==> src/play_clock_button_control_top_assert.svh <==
// ---------------------------------------------------------------------------
// Assertion macros shared by the player control RTL.
// ---------------------------------------------------------------------------
`ifndef PLAY_CLOCK_BUTTON_CONTROL_TOP_ASSERT_SVH
`define PLAY_CLOCK_BUTTON_CONTROL_TOP_ASSERT_SVH

// Checked on every edge once reset is released.
`define PCBC_ASSERT(label, prop, msg) \
    label: assert property (@(posedge i_clk) disable iff (!i_rst_n) prop) else $error(msg);

// Checked on every edge, reset included.
`define PCBC_ASSERT_ALWAYS(label, prop, msg) \
    label: assert property (@(posedge i_clk) prop) else $error(msg);

`endif

==> src/pcbc_pkg.sv <==
`timescale 1ns / 1ps
// ---------------------------------------------------------------------------
// pcbc_pkg
// Types, codes and the seven-segment table of the player control unit.
// ---------------------------------------------------------------------------
package pcbc_pkg;

    localparam int RATE_W    = 18;
    localparam int ELAPSED_W = 13;   // 0 .. 5999 seconds
    localparam int POS_W     = 33;
    localparam int SEG_W     = 28;

    localparam logic [RATE_W-1:0]    SAMPLE_RATE_RST = 18'd48000;
    localparam logic [ELAPSED_W-1:0] ELAPSED_LAST    = 13'd5999;

    localparam logic KIND_TICK = 1'b0;

    typedef enum logic [1:0] {
        ST_READY   = 2'd0,
        ST_PLAYING = 2'd1,
        ST_PAUSED  = 2'd2
    } t_status;

    typedef enum logic [2:0] {
        HOST_IDLE  = 3'd0,
        HOST_PLAY  = 3'd1,
        HOST_PAUSE = 3'd2,
        HOST_SKIP  = 3'd4,
        HOST_BACK  = 3'd5
    } t_cmd;

    // Outcome of one item, handed from the control unit to the pipeline.
    typedef struct packed {
        logic [SEG_W-1:0]     seg;
        logic                 playing;
        t_status              status;
        t_cmd                 cmd;
        logic [31:0]          heartbeat;
        logic                 link_err;
        logic                 tick;
        logic [ELAPSED_W-1:0] elapsed;
    } t_ctrl_res;

    // Active-low segment pattern of one decimal digit.
    function automatic logic [6:0] seg_digit(input logic [3:0] d);
        logic [6:0] p;
        case (d)
            4'd0:    p = 7'h40;
            4'd1:    p = 7'h79;
            4'd2:    p = 7'h24;
            4'd3:    p = 7'h30;
            4'd4:    p = 7'h19;
            4'd5:    p = 7'h12;
            4'd6:    p = 7'h02;
            4'd7:    p = 7'h78;
            4'd8:    p = 7'h00;
            4'd9:    p = 7'h10;
            default: p = 7'h7F;
        endcase
        return p;
    endfunction

endpackage

==> src/play_clock_button_control_top.sv <==
`timescale 1ns / 1ps
// ---------------------------------------------------------------------------
// play_clock_button_control_top
// Player control unit: key and tick beats in, display and status beats out.
// ---------------------------------------------------------------------------
// An accepted beat passes the input, state and output stage in order; one beat
// per cycle unless the output is stalled. Three register stages; the byte
// position multiply (13 x 18 bits) sits between state and output stage.
// Reset (synchronous, active low) empties the pipeline, clears the player state
// and loads a sample rate of 48000; no clearing pass, ready on the next cycle.
// ---------------------------------------------------------------------------
module play_clock_button_control_top
    import pcbc_pkg::*;
(
    input  logic              i_clk,
    input  logic              i_rst_n,
    // configuration
    input  logic              i_cfg_valid,
    output logic              o_cfg_ready,
    input  logic [RATE_W-1:0] i_cfg_sample_rate,
    // input beats
    input  logic              i_valid,
    output logic              o_stall,
    input  logic              i_kind,
    input  logic [2:0]        i_keys_sampled,
    input  logic              i_host_linked,
    // result beats
    output logic              o_valid,
    input  logic              i_stall,
    output logic [SEG_W-1:0]  o_segment_word,
    output logic              o_playing,
    output logic [1:0]        o_player_status,
    output logic [2:0]        o_host_command,
    output logic [31:0]       o_heartbeat,
    output logic [POS_W-1:0]  o_byte_position,
    output logic              o_link_lost_flag
);

    logic              r_rate;
    logic [RATE_W-1:0] r_sample_rate;

    logic       r_s1_valid;
    logic       r_s1_kind;
    logic [2:0] r_s1_keys;
    logic       r_s1_linked;
    logic       r_s2_valid;
    t_ctrl_res  r_s2;
    logic       r_s3_valid;
    t_ctrl_res  r_s3;
    logic [POS_W-1:0] r_position;

    logic       s1_move, s2_move, s1_load;
    t_ctrl_res  ctrl_res;
    logic [ELAPSED_W+RATE_W-1:0] frames;

    assign s2_move = r_s2_valid && (!r_s3_valid || !i_stall);
    assign s1_move = r_s1_valid && (!r_s2_valid || s2_move);
    assign o_stall = r_s1_valid && !s1_move;
    assign s1_load = i_valid && !o_stall;

    assign o_cfg_ready = r_rate;
    assign frames      = (ELAPSED_W+RATE_W)'(r_s2.elapsed) *
                         (ELAPSED_W+RATE_W)'(r_sample_rate);

    pcbc_ctrl u_ctrl (
        .i_clk    (i_clk),
        .i_rst_n  (i_rst_n),
        .i_step   (s1_move),
        .i_kind   (r_s1_kind),
        .i_keys   (r_s1_keys),
        .i_linked (r_s1_linked),
        .o_res    (ctrl_res)
    );

    // configuration register
    always_ff @(posedge i_clk) begin
        if (!i_rst_n) begin
            r_rate        <= 1'b0;
            r_sample_rate <= SAMPLE_RATE_RST;
        end else begin
            r_rate <= 1'b1;
            if (i_cfg_valid && r_rate) begin
                r_sample_rate <= i_cfg_sample_rate;
            end
        end
    end

    // pipeline valids and byte position state
    always_ff @(posedge i_clk) begin
        if (!i_rst_n) begin
            r_s1_valid <= 1'b0;
            r_s2_valid <= 1'b0;
            r_s3_valid <= 1'b0;
            r_position <= '0;
        end else begin
            if (s1_load) begin
                r_s1_valid <= 1'b1;
            end else if (s1_move) begin
                r_s1_valid <= 1'b0;
            end
            if (s1_move) begin
                r_s2_valid <= 1'b1;
            end else if (s2_move) begin
                r_s2_valid <= 1'b0;
            end
            if (s2_move) begin
                r_s3_valid <= 1'b1;
            end else if (!i_stall) begin
                r_s3_valid <= 1'b0;
            end
            // four bytes per frame
            if (s2_move && r_s2.tick) begin
                r_position <= {frames, 2'b00};
            end
        end
    end

    // payload stages
    always_ff @(posedge i_clk) begin
        if (s1_load) begin
            r_s1_kind   <= i_kind;
            r_s1_keys   <= i_keys_sampled;
            r_s1_linked <= i_host_linked;
        end
        if (s1_move) begin
            r_s2 <= ctrl_res;
        end
        if (s2_move) begin
            r_s3 <= r_s2;
        end
    end

    assign o_valid          = r_s3_valid;
    assign o_segment_word   = r_s3.seg;
    assign o_playing        = r_s3.playing;
    assign o_player_status  = r_s3.status;
    assign o_host_command   = r_s3.cmd;
    assign o_heartbeat      = r_s3.heartbeat;
    assign o_byte_position  = r_position;
    assign o_link_lost_flag = r_s3.link_err;

`include "play_clock_button_control_top_assert.svh"

    `PCBC_ASSERT(a_stall_needs_item, o_stall |-> r_s1_valid && r_s2_valid, "input stalled with room in the pipeline")
    `PCBC_ASSERT(a_held_result_kept, r_s3_valid && i_stall |=> r_s3_valid && $stable(r_position), "waiting result lost or changed")
    `PCBC_ASSERT(a_position_only_on_tick, s2_move && !r_s2.tick |=> $stable(r_position), "byte position moved on a key beat")
    `PCBC_ASSERT_ALWAYS(a_reset_empties, !i_rst_n |=> !r_s1_valid && !r_s2_valid && !r_s3_valid, "pipeline not empty after reset")

endmodule

==> src/pcbc_ctrl.sv <==
`timescale 1ns / 1ps
// ---------------------------------------------------------------------------
// pcbc_ctrl
// Player state: link handling, key edges, play clock and heartbeat.
// ---------------------------------------------------------------------------
module pcbc_ctrl
    import pcbc_pkg::*;
(
    input  logic      i_clk,
    input  logic      i_rst_n,
    input  logic      i_step,
    input  logic      i_kind,
    input  logic [2:0] i_keys,
    input  logic      i_linked,
    output t_ctrl_res o_res
);

    logic                 r_run, n_run;
    logic                 r_half, n_half;
    logic [3:0]           r_sec_ones, n_sec_ones;
    logic [2:0]           r_sec_tens, n_sec_tens;
    logic [3:0]           r_min_ones, n_min_ones;
    logic [3:0]           r_min_tens, n_min_tens;
    logic [ELAPSED_W-1:0] r_elapsed, n_elapsed;
    logic [2:0]           r_prev_keys, n_prev_keys;
    logic                 r_prev_link, n_prev_link;
    t_status              r_status, n_status;
    logic [31:0]          r_ticks, n_ticks;
    logic                 r_link_err, n_link_err;
    t_cmd                 cmd;
    logic [2:0]           fell;
    logic [ELAPSED_W-1:0] clock_secs;

    always_comb begin
        n_run       = r_run;
        n_half      = r_half;
        n_sec_ones  = r_sec_ones;
        n_sec_tens  = r_sec_tens;
        n_min_ones  = r_min_ones;
        n_min_tens  = r_min_tens;
        n_elapsed   = r_elapsed;
        n_prev_keys = r_prev_keys;
        n_prev_link = r_prev_link;
        n_status    = r_status;
        n_ticks     = r_ticks;
        n_link_err  = r_link_err;
        cmd         = HOST_IDLE;
        fell        = ~i_keys & r_prev_keys;

        // link change goes first
        if (i_linked != r_prev_link) begin
            if (i_linked) begin
                n_half     = 1'b0;
                n_sec_ones = '0;
                n_sec_tens = '0;
                n_min_ones = '0;
                n_min_tens = '0;
                n_elapsed  = '0;
                n_link_err = 1'b0;
            end else begin
                n_run      = 1'b0;
                n_status   = ST_READY;
                n_link_err = 1'b1;
            end
            n_prev_link = i_linked;
        end

        if (i_kind == KIND_TICK) begin
            n_ticks = r_ticks + 32'd1;
            if (n_run && i_linked) begin
                if (!n_half) begin
                    n_half = 1'b1;
                end else begin
                    n_half    = 1'b0;
                    n_elapsed = (n_elapsed == ELAPSED_LAST) ? '0
                                                            : n_elapsed + ELAPSED_W'(1);
                    if (n_sec_ones != 4'd9) begin
                        n_sec_ones = n_sec_ones + 4'd1;
                    end else begin
                        n_sec_ones = '0;
                        if (n_sec_tens != 3'd5) begin
                            n_sec_tens = n_sec_tens + 3'd1;
                        end else begin
                            n_sec_tens = '0;
                            if (n_min_ones != 4'd9) begin
                                n_min_ones = n_min_ones + 4'd1;
                            end else begin
                                n_min_ones = '0;
                                n_min_tens = (n_min_tens == 4'd9) ? '0 : n_min_tens + 4'd1;
                            end
                        end
                    end
                end
            end
        end else begin
            if (i_linked) begin
                if (fell[0]) begin
                    if (n_run) begin
                        n_run    = 1'b0;
                        n_status = ST_PAUSED;
                        cmd      = HOST_PAUSE;
                    end else begin
                        n_run    = 1'b1;
                        n_status = ST_PLAYING;
                        cmd      = HOST_PLAY;
                    end
                end
                // next, then previous: the later key wins
                if (fell[1]) begin
                    cmd = HOST_SKIP;
                end
                if (fell[2]) begin
                    cmd = HOST_BACK;
                end
                if (fell[1] || fell[2]) begin
                    n_half     = 1'b0;
                    n_sec_ones = '0;
                    n_sec_tens = '0;
                    n_min_ones = '0;
                    n_min_tens = '0;
                    n_elapsed  = '0;
                end
            end
            // taken even when the press is refused
            n_prev_keys = i_keys;
        end

        o_res.seg       = {seg_digit(n_min_tens), seg_digit(n_min_ones),
                           seg_digit({1'b0, n_sec_tens}), seg_digit(n_sec_ones)};
        o_res.playing   = n_run;
        o_res.status    = n_status;
        o_res.cmd       = cmd;
        o_res.heartbeat = n_ticks;
        o_res.link_err  = n_link_err;
        o_res.tick      = (i_kind == KIND_TICK);
        o_res.elapsed   = n_elapsed;
    end

    always_ff @(posedge i_clk) begin
        if (!i_rst_n) begin
            r_run       <= 1'b0;
            r_half      <= 1'b0;
            r_sec_ones  <= '0;
            r_sec_tens  <= '0;
            r_min_ones  <= '0;
            r_min_tens  <= '0;
            r_elapsed   <= '0;
            r_prev_keys <= 3'b111;
            r_prev_link <= 1'b0;
            r_status    <= ST_READY;
            r_ticks     <= '0;
            r_link_err  <= 1'b0;
        end else if (i_step) begin
            r_run       <= n_run;
            r_half      <= n_half;
            r_sec_ones  <= n_sec_ones;
            r_sec_tens  <= n_sec_tens;
            r_min_ones  <= n_min_ones;
            r_min_tens  <= n_min_tens;
            r_elapsed   <= n_elapsed;
            r_prev_keys <= n_prev_keys;
            r_prev_link <= n_prev_link;
            r_status    <= n_status;
            r_ticks     <= n_ticks;
            r_link_err  <= n_link_err;
        end
    end

    // seconds shown by the digits, for cross-checking the running count
    assign clock_secs = ELAPSED_W'(r_min_tens) * ELAPSED_W'(600)
                      + ELAPSED_W'(r_min_ones) * ELAPSED_W'(60)
                      + ELAPSED_W'(r_sec_tens) * ELAPSED_W'(10)
                      + ELAPSED_W'(r_sec_ones);

`include "play_clock_button_control_top_assert.svh"

    `PCBC_ASSERT(a_run_matches_status, r_run == (r_status == ST_PLAYING), "run flag and status disagree")
    `PCBC_ASSERT(a_elapsed_matches_digits, r_elapsed == clock_secs, "elapsed out of step with digits")
    `PCBC_ASSERT(a_no_run_after_link_loss, r_link_err |-> !r_run && !r_prev_link, "playing while link is lost")

endmodule

==> config.mk <==
export PLATFORM = sky130hd
export DESIGN_NAME = play_clock_button_control_top
export DESIGN_NICKNAME = d
export VERILOG_FILES = /design/src/pcbc_pkg.sv /design/src/play_clock_button_control_top.sv /design/src/pcbc_ctrl.sv
export VERILOG_INCLUDE_DIRS = /design/src /design/src/src
export SDC_FILE = /design/constraint.sdc
export NUM_CORES = 1
export LEC_CHECK = 0
export BUFFER_PORTS_ARGS = -buffer_cell sky130_fd_sc_hd__clkbuf_2
export CORE_MARGIN = 1
export CORE_UTILIZATION = 40
export DETAILED_ROUTE_END_ITERATION = 12
export PLACE_DENSITY = 0.68
export SYNTH_ARGS = -nofsm -noshare
export SYNTH_HDL_FRONTEND = slang
export SYNTH_SLANG_ARGS = --single-unit
==> constraint.sdc <==
create_clock -name i_clk -period 17.8 [get_ports i_clk]
set_input_delay 3.56 -clock i_clk [delete_from_list [all_inputs] [get_ports i_clk]]
set_output_delay 3.56 -clock i_clk [all_outputs]
set_load 0.05 [all_outputs]
; ---- After elaboration in Yosys (flattened, before gate mapping)
; Memories as Yosys holds them, arrays and structs flattened. A register that Yosys moved wholly into a read port is not among the register bits.
; Index checks and enable logic that the tools add are counted.
[totals]
in_bits = 28
rom_bits = 392
ff_bits = 247
n_memories = 4
elab_cells = 158
out_inout_bits = 103
[memory_table]
columns = name, words, width, rd, rd_clocked_by_memory_dff, write_ports, line_no
row1 = (name not given), 16, 7, 1, 1, 0, pcbc_pkg.sv:47  ; case (d)
row2 = (name not given), 16, 7, 1, 1, 0, pcbc_pkg.sv:47
row3 = (name not given), 16, 7, 1, 1, 0, pcbc_pkg.sv:47
row4 = (name not given), 8, 7, 1, 1, 0, pcbc_pkg.sv:47
[classes]
mux = 79
add_sub_neg = 6
multipliers = 1
n_eq_ne = 7
reduce_logical = 21
n_bitwise = 5
[ops]
columns = operator, n
row1 = $mux W4, 29
row2 = $mux W13, 8
row3 = $mux W3, 12
row4 = $add A32 B1 Y32 const B, 1
row5 = $mux W32, 1
row6 = $mul A13 B18 Y31, 1
row7 = $mux W1, 22
row8 = $mux W2, 7
row9 = $add A13 B1 Y13 const B, 1
row10 = $eq A13 B13 Y1 const B, 1
row11 = $add A4 B1 Y4 const B, 3
row12 = $ne A4 B4 Y1 const B, 2
row13 = $logic_and A1 B1 Y1, 7
row14 = $reduce_and A2 Y1, 3
row15 = $logic_not A1 Y1, 5
row16 = $reduce_or A5 Y1, 1
row17 = $eq A4 B4 Y1 const B, 1
row18 = $reduce_bool A2 Y1, 2
row19 = $add A3 B1 Y3 const B, 1
row20 = $and A3 B3 Y3, 1
row21 = $logic_or A1 B1 Y1, 3
row22 = $ne A3 B3 Y1 const B, 1
row23 = $not A1 Y1, 3
row24 = $not A3 Y3, 1
row25 = 2 further kinds, 2

; ---- Longest topological paths before layout
[logic_depth]
word_depth = 10
depth_mapped = 22

; ---- Modules after synthesis
; Synthesis repeated with hierarchy kept, for this count alone.
[hier_totals]
hier_cells = 1998
hier_area_um2 = 19336.0
[by_module_without_submodules]
columns = mod, cells_each, seq_area_each_um2, area_per_inst_um2, instances
row1 = play_clock_button_control_top, 1301, 5655.4, 14148.6, 1
row2 = pcbc_ctrl, 697, 1381.3, 5187.5, 1

; ---- Worst setup path after synthesis
; No wires, ideal clock.
[synth_timing]
path_kind = input-to-output
from = input i_stall
to = output o_stall
n_path_buf = 0
stages = 2
arrival_time_ns = 4.185
slack_ns = 10.055
path_cell_list = and3_1 -> and2_1
[synth_between]
elab_chain_len = 7
[synth_rtl]
columns = element, line_no
row1 = start: declaration, play_clock_button_control_top.sv:29  ; input logic i_stall,
row2 = $logic_not A1 Y1, -
row3 = $logic_or A1 B1 Y1, play_clock_button_control_top.sv:56  ; assign s2_move = r_s2_valid && (!r_s3_valid || !i_stall);
row4 = $logic_and A1 B1 Y1, play_clock_button_control_top.sv:56
row5 = $logic_or A1 B1 Y1, play_clock_button_control_top.sv:57  ; assign s1_move = r_s1_valid && (!r_s2_valid || s2_move);
row6 = $logic_and A1 B1 Y1, play_clock_button_control_top.sv:57
row7 = $logic_not A1 Y1, play_clock_button_control_top.sv:58  ; assign o_stall = r_s1_valid && !s1_move;
row8 = $logic_and A1 B1 Y1, play_clock_button_control_top.sv:58
row9 = end: declaration, play_clock_button_control_top.sv:23  ; output logic o_stall,
; Every way passes these cells.

; ---- Worst setup path in the final report
; Same ends and word-level chain as after synthesis.

==> qor.yml <==
path_cells: "clkbuf_2 -> and3_1 -> and2_1 -> clkbuf_2"
ys_top_cells_by_count: "nand2_1 (313), inv_1 (259), fa_1 (176)"
numPortBuffers: 128
clock.fmax_mhz: 127
grt_max_degree: 73
ys_warn_count: 0
avgSynthCellArea_sq_um: 9.76
hp-class: "reg2reg"
yosysSeqAreaShare: 0.366
start_kind: "input port"
die_y_um: 221
power_frac_comb: 0.486
pwr-share-clk: 0.248
synth.top_cells.by_area: "edfxtp_1 (24%), fa_1 (18%), dfxtp_1 (13%), ha_1 (6.7%), nand2_1 (6.1%)"
p_int_mw: 1.68
fin_crit_sh: 0.442
cts.repair.resized: 0
die_area_sq_um: 48900
ant_nets: 0
tns_ns: 0
grt.total_usage: 0.181
worst_slew_pin_slew_ns: 0.959
setup_viol: 0
relSlewSlack: 0.358
yosysMostFrequentCell: "nand2_1"
via_per_inst: 5.17
vias: 13800
cts_hold_buf: 0
initial_core_util: 0.409
cts_made_buffers: 29
cts_tree: "yes"
insertion_delay_ns: 0.58
cap_violations: 0
run_status: "complete, no violations"
cpPeakStageDelay_ns: 0.28
fillCellCount: 4374
antenna_found_initial: 1
grt_pass1_wl_um: 73000
drtIter0Drc: 739
worst-path-buf-inv: 2
switching_share: 0.396
fin_area_sq_um: 21400
drt_first_pass_iters: 5
end_kind: "output pin"
critical_path_class: "in2out"
clk_pin_slew_ns: 0.07
postCtsSetupBuffers: 0
leakagePower_nw: 9.31
ys_async_sr_fraction: 0
cp_slowest_cell: "clkbuf_2"
crit_fanout: 3
wirelength_um: 43300
synth-edff-count: 153
crit_family: "buffers and inverters"
gr-total-overflow: 0
slew_viol_final: 0
die_w_um: 221
cp.required_ns: 14.24
seq_power_share: 0.265
finClkSkew_ns: 0.0201
fp.coreArea_sq_um: 47000
nNetsFinal: 2347
routedWlPerCell_um: 16.2
cts-htree-levels: 1
rrSetupSlack_ns: 11.12
rows: 79
switching_power_mw: 1.10
ios: 131
period_needed_ns: 7.86
power.density_nw_per_um2: 130
rsz0062_at_grt: "false"
ctsRootBufferMaster: "clkbuf_16"
first_global_vias: 14400
total_power_mw: 2.78
synth_top_area_share: 0.239
clock-sinks: 275
netlist_area_sq_um: 19200
syn_inst: 1969
synth-main-ff-cell: "edfxtp_1"
place.gp.congestion: 0.840
cp_common_cell: "clkbuf_2"
drc: 0
vdd_drop_max_v: 0.000109
drive_gt1_frac: 0.106
worstPathArrival_ns: 4.30
synth_largest_area_cell: "edfxtp_1"
final-hold-violation-count: 0
yosysUniqueCellTypes: 88
clock_path_buffers: 3
ys_ff_latch: 275
area_delta_synth_final_pct: 11.2
dp.final_hpwl_um: 31000
placed_area_sq_um: 20300
==> cell families after synthesis <==
logic type	Yosys count	share of synthesized area
compound gates	267	0.0892
mux	15	0.00801
simple gates	702	0.180
xor+xnor	73	0.0333
flops	275	0.366
other cells	1	0.000195
buf+inv	356	0.0722
fa+ha+maj	280	0.251
==> power by group through the flow <==
stage / Combinational, mW / Sequential [mW] / Clock (mW)
final: 1.35 / 0.737 / 0.690
after global routing: 1.56 / 0.741 / 0.737
after CTS: 1.36 / 0.737 / 0.712
after detailed placement: 1.35 / 0.750 / 0
after global placement: 1.31 / 0.749 / 0
after floorplan: 1.01 / 0.779 / 0
==> final cells by class <==
class,count,area [sq um],area share
multi-input combinational,1339,10800,0.505
clock buffer,34,785,0.0367
timing repair buffer,136,701,0.0328
clock inverter,20,318,0.0149
tap,607,759,0.0355
inverter,259,976,0.0456
antenna,1,2.50,0.000117
sequential,275,7040,0.329
==> path summary, 6_finish.rpt <==
| path | startpoint | end | cells past startpoint |
|---|---|---|---|
| min reg2reg | r_s2[46] | o_heartbeat[31] | 0 |
| min | r_s2[46] | o_heartbeat[31] | 0 |
| max reg2reg | r_s2[9] | o_byte_position[29] | 19 |
| max | i_stall | o_stall | 4 |
==> flip-flops by register name, summed over array words and instances, names as in the netlist, 13 cells and up <==
name	count
u_ctrl.r_ticks	32
r_s2	81
o_segment_word	28
o_byte_position	31
o_heartbeat	32
u_ctrl.r_elapsed	13
r_sample_rate	18
==> placed cells by master, fill, tap and decap left out, types with 11 or more instances in the layout <==
cell / count
a211oi_1: 16
a21o_1: 16
a21oi_1: 104
a31oi_1: 11
and2_1: 126
and3_1: 14
clkbuf_16: 29
clkbuf_2: 128
dfxtp_1: 122
edfxtp_1: 153
fa_1: 176
ha_1: 103
inv_1: 257
mux2i_1: 12
nand2_1: 313
nand2b_1: 11
nand3_1: 52
nor2_1: 86
nor3_1: 20
o21ai_0: 44
or3_1: 17
xnor2_1: 40
xor2_1: 33
==> stage by stage <==
stage	hold slack (ns)	worst slack [ns]	utilization	std cells
2_1_floorplan	0.400	10.06	-	1970
3_3_place_gp	0.405	9.93	0.432	2616
3_5_place_dp	0.405	9.94	0.432	2616
4_1_cts	0.416	9.93	0.455	2670
5_1_grt	0.422	9.88	0.455	2670
6_report	0.413	9.94	0.456	2671
==> per-layer routing <==
| layer | up-vias | wire (um) | track usage |
|---|---|---|---|
| met5 | - | 0 | 0 |
| met4 | 0 | 678 | 0.0402 |
| met3 | 53 | 2550 | 0.0329 |
| met2 | 365 | 21200 | 0.312 |
| met1 | 6814 | 18900 | 0.236 |
| li1 | 6582 | - | - |
==> worst register-to-register path: stages, from the launching register on <==
cell	delay [ns]
edfxtp_1	0.73
and2_1	0.34
fa_1	0.55
inv_1	0.05
fa_1	0.47
inv_1	0.05
fa_1	0.53
fa_1	0.56
inv_1	0.05
fa_1	0.53
inv_1	0.04
ha_1	0.35
a21oi_1	0.20
o21ai_0	0.14
a221oi_1	0.60
a21oi_1	0.31
o311ai_1	0.50
a21oi_1	0.20
xnor2_1	0.16
a211oi_1	0.23
(Power assumes the default switching activity.)
